`src/hdl/swrl_pkg.sv`:
```
package swrl_pkg;

  // Widths of the fixed item fields.
  localparam int unsigned CountBits = 9;
  localparam int unsigned StampBits = 32;

  // Register reset values.
  localparam logic [CountBits-1:0] MaxActionsRst = 9'd128;
  localparam logic [StampBits-1:0] WindowRst     = 32'd3600;

  // Register indexes, taken from byte address bit 2.
  localparam logic RegMaxActions = 1'b0;
  localparam logic RegWindow     = 1'b1;

  // One input item.
  typedef struct packed {
    logic                 opcode;
    logic [StampBits-1:0] now_seconds;
  } in_item_t;

  // One result item.
  typedef struct packed {
    logic                 accepted;
    logic                 limited;
    logic [CountBits-1:0] active_count;
    logic [CountBits-1:0] remaining;
    logic                 store_full;
  } out_item_t;

  // Sequencer states.
  typedef enum logic [1:0] {
    StIdle,
    StCheck,
    StRead,
    StUpdate
  } state_e;

  // Commands from the controller to the datapath.
  typedef struct packed {
    logic load;
    logic pop;
    logic commit;
  } dp_cmd_t;

  // Status from the datapath to the controller.
  typedef struct packed {
    logic empty;
    logic expired;
  } dp_sts_t;

endpackage

```
`src/hdl/swrl_ctrl.sv`:
```
module swrl_ctrl (
  input  logic              clk_i,
  input  logic              rst_ni,
  input  logic              in_valid_i,
  output logic              in_ready_o,
  output logic              out_valid_o,
  input  logic              out_ready_i,
  input  swrl_pkg::dp_sts_t sts_i,
  output swrl_pkg::dp_cmd_t cmd_o
);
  import swrl_pkg::*;

  state_e state_q, state_d;
  logic   out_valid_q, out_valid_d;

  // State and output-slot registers.
  always_ff @(posedge clk_i or negedge rst_ni) begin
    if (!rst_ni) begin
      state_q     <= StIdle;
      out_valid_q <= 1'b0;
    end else begin
      state_q     <= state_d;
      out_valid_q <= out_valid_d;
    end
  end

  // Next state and commands.
  always_comb begin
    state_d    = state_q;
    cmd_o      = '0;
    in_ready_o = 1'b0;
    case (state_q)
      StIdle: begin
        in_ready_o = 1'b1;
        if (in_valid_i) begin
          cmd_o.load = 1'b1;
          state_d    = StCheck;
        end
      end
      StCheck: begin
        // Drop the head stamp while it has expired, else go finish the item.
        if (!sts_i.empty && sts_i.expired) begin
          cmd_o.pop = 1'b1;
          state_d   = StRead;
        end else begin
          state_d = StUpdate;
        end
      end
      StRead: begin
        state_d = StCheck;
      end
      StUpdate: begin
        // Finish only once the output register is free or being emptied.
        if (!out_valid_q || out_ready_i) begin
          cmd_o.commit = 1'b1;
          state_d      = StIdle;
        end
      end
      default: begin
        state_d = StIdle;
      end
    endcase
  end

  // The output slot fills on commit and empties when the result is taken.
  always_comb begin
    if (cmd_o.commit) begin
      out_valid_d = 1'b1;
    end else if (out_ready_i) begin
      out_valid_d = 1'b0;
    end else begin
      out_valid_d = out_valid_q;
    end
  end

  assign out_valid_o = out_valid_q;

endmodule

```
`config.mk`:
```
export PLATFORM = sky130hd
export DESIGN_NAME = swrl_ctrl
export DESIGN_NICKNAME = d
export VERILOG_FILES = /design/src/hdl/swrl_pkg.sv /design/src/hdl/swrl_ctrl.sv
export SDC_FILE = /design/constraint.sdc
export NUM_CORES = 1
export LEC_CHECK = 0
export BUFFER_PORTS_ARGS = -buffer_cell sky130_fd_sc_hd__buf_4
export CORE_AREA = 2 2 39 41
export DETAILED_ROUTE_END_ITERATION = 10
export DIE_AREA = 0 0 41 43
export PLACE_DENSITY = 0.3
export SLEW_MARGIN = 20
export SYNTH_ARGS = -nofsm -noshare
export SYNTH_HDL_FRONTEND = slang
export SYNTH_SLANG_ARGS = --single-unit
```
`constraint.sdc`:
```
create_clock -name clk_i -period 1.3 [get_ports clk_i]
set_clock_uncertainty 0.15 [all_clocks]
set_input_delay 0.195 -clock clk_i [delete_from_list [all_inputs] [get_ports clk_i]]
set_output_delay 0.195 -clock clk_i [all_outputs]
set_load 0.1 [all_outputs]
```
==> impl_metrics.tcl <==
set metrics [dict create \
    syn2layout_area_growth_pct 174 \
    syn_area_sq_um 156 \
    syn_inst 14 \
    initial_core_util_pct 11.3 \
    worstSetupPathType "flip-flop to output pin" \
    reg2reg_depth 3 \
    cp_slowest_cell "dfrtp_2" \
    synth_area_per_cell_sq_um 11.2 \
    finalMaxSlewViolations 0 \
    dp.cells 42 \
    path_cells "and4bb_4, buf_12" \
    cts_buffer_depth 2 \
    grt-ovfl-total 0 \
    grt_util_all_layers_pct 5.73 \
    ys_warn_count 0 \
    root_buffer "clkbuf_4" \
    grt_setup_unrepaired "yes" \
    synth.top_cells.by_area "dfrtp_1, and4bb_4, a311oi_2, a21boi_0, buf_4" \
    die_h_microns 43 \
    via_per_inst 3.42 \
    violations "negative setup slack" \
    synth_top_area_share_pct 48.0 \
    cts.sinks 3 \
    cp-end-kind "output pin" \
    cts_tree "yes" \
    period_minus_slack_ns 1.53 \
    worst_slack_ns -0.225 \
    ios 11 \
    max_stage_delay_ns 0.43 \
    first_pass_iters 1 \
    routed_wirelength_microns 456 \
    critical_path_required_ns 0.95 \
    clock_latency_ns 0.23 \
    finalNonFillerCells 50 \
    startpoint "state_q[1]" \
    antenna_found_initial 0 \
    setup_viol 5 \
    synth_top_area_cell "dfrtp_1" \
    nets 41 \
    maxSlewHeadroom_pct 86.4 \
    crit_arrival_ns 1.18 \
    rows 14 \
    max_freq_mhz 656 \
    cts_buffers 3 \
    ys_types 11 \
    drv_cap 0 \
    ant_nets 0 \
    tightest_slew_ns 0.204 \
    htreeDepth 1 \
    clk_pin_slew_worst_paths_ns 0.04 \
    dr.first_iter.drc_count 0 \
    hpwl_microns 329 \
    grt_max_degree 6 \
    fin_crit_sh_pct 117 \
    synth-seq-cells 3 \
    ys_seq_area_share_pct 48.0 \
    antenna_cells 0 \
    timing.rr.start "state_q[0]" \
    finalHoldViolCount 0 \
    status "complete, but fails checks" \
    timing.rr.end "state_q[0]" \
    portBuffers 10 \
    dieArea_sq_um 1760 \
    rrSetupSlack_ns 0.06 \
    grt_pass1_wl_microns 641 \
    gp_congestion 0.580 \
    drc 0 \
    nFillCells 157 \
    dieWidth_microns 41 \
    core-area_sq_um 1380 \
    critical_path.max_fanout 5 \
    num_vias 171 \
    start_kind "flip-flop" \
    grt_pass1_vias 168 \
    synth_nets 20 \
    hp-class "primary input to async pin" \
    drive_above_1_share_pct 85.3 \
    wire_per_inst_microns 9.12 \
]
==> through the flow <==
step / worst slack, ns / area [sq um] / setup TNS, ns / hold slack, ns / utilization [%]
floorplan: -0.431 / 199 / -0.655 / -0.251 / -
global placement: -0.101 / 297 / -0.160 / -0.164 / 21.4
detailed placement: -0.111 / 297 / -0.143 / -0.165 / 21.4
CTS: -0.234 / 403 / -0.669 / 0.139 / 29.1
global route: -0.257 / 428 / -0.855 / 0.141 / 30.9
finish: -0.225 / 428 / -0.664 / 0.139 / 30.9
==> worst max-delay path: cells and delay by family (launching register included) <==
kind                   cells  cell delay [ns]
and+or+nand+nor            1             0.34
DFF                        1             0.43
buffers and inverters      1             0.17
==> cell type report <==
type / instances / area [sq um] / share of cell area, %
Multi-Input combinational cell: 10 / 104 / 24.3
Tap cell: 16 / 20.0 / 4.68
Clock buffer: 4 / 26.3 / 6.14
Timing Repair Buffer: 17 / 196 / 45.9
Sequential cell: 3 / 81.3 / 19.0
==> Yosys cell counts <==
| master | count |
|---|---|
| nor2_1 | 1 |
| buf_4 | 1 |
| nand2b_1 | 1 |
| and4bb_4 | 1 |
| and2_1 | 1 |
| a21boi_0 | 1 |
| nand2_1 | 2 |
| a311oi_2 | 1 |
| dfrtp_1 | 3 |
| nor3_1 | 1 |
| nor2b_1 | 1 |
==> flip-flops by register name, summed over array words and instances (netlist names) <==
signal and count:
out_valid_o 1, state_q 2
==> cells by family after synthesis <==
group	after synthesis	synth area share (%)
compound gates	2	14.4
buf+inv	1	4.80
flops	3	48.0
simple gates	8	32.8
==> what timing repair did <==
action	in CTS	in global routing
setup endpoints to repair	5	5
resized for setup	14	4
pin swaps	3	0
endpoints found under the hold margin	3	0
buffers inserted	2	1
hold buffers	1	0
==> routing by layer <==
metal,share of wire [%],global-route usage [%],routed length (microns)
met2,48,6.88,220
met3,5.7,4.71,26
met5,0,0,0
met4,0,2.00,0
met1,46,7.44,209
==> placed cells by master, fill, tap and decap left out, drive strengths merged <==
cell type,count
and2,1
nor2,1
nor3,1
buf,16
nand2,2
nor2b,1
dfrtp,3
nand2b,1
a311oi,1
clkbuf,4
and4bb,1
a21boi,1
dlygate4sd3,1
==> worst max path at each step <==
stage                    end  slack, ns  cells after the start
floorplan           cmd_o[2]      -0.43                      2
global placement    cmd_o[1]      -0.10                      2
detailed placement  cmd_o[1]      -0.11                      2
CTS                 cmd_o[1]      -0.23                      2
global route        cmd_o[1]      -0.26                      2
finish              cmd_o[1]      -0.23                      2
Power is left out: the tool's default activity adds up to more than one toggle a clock period on the data nets, which glitch-free logic cannot reach.
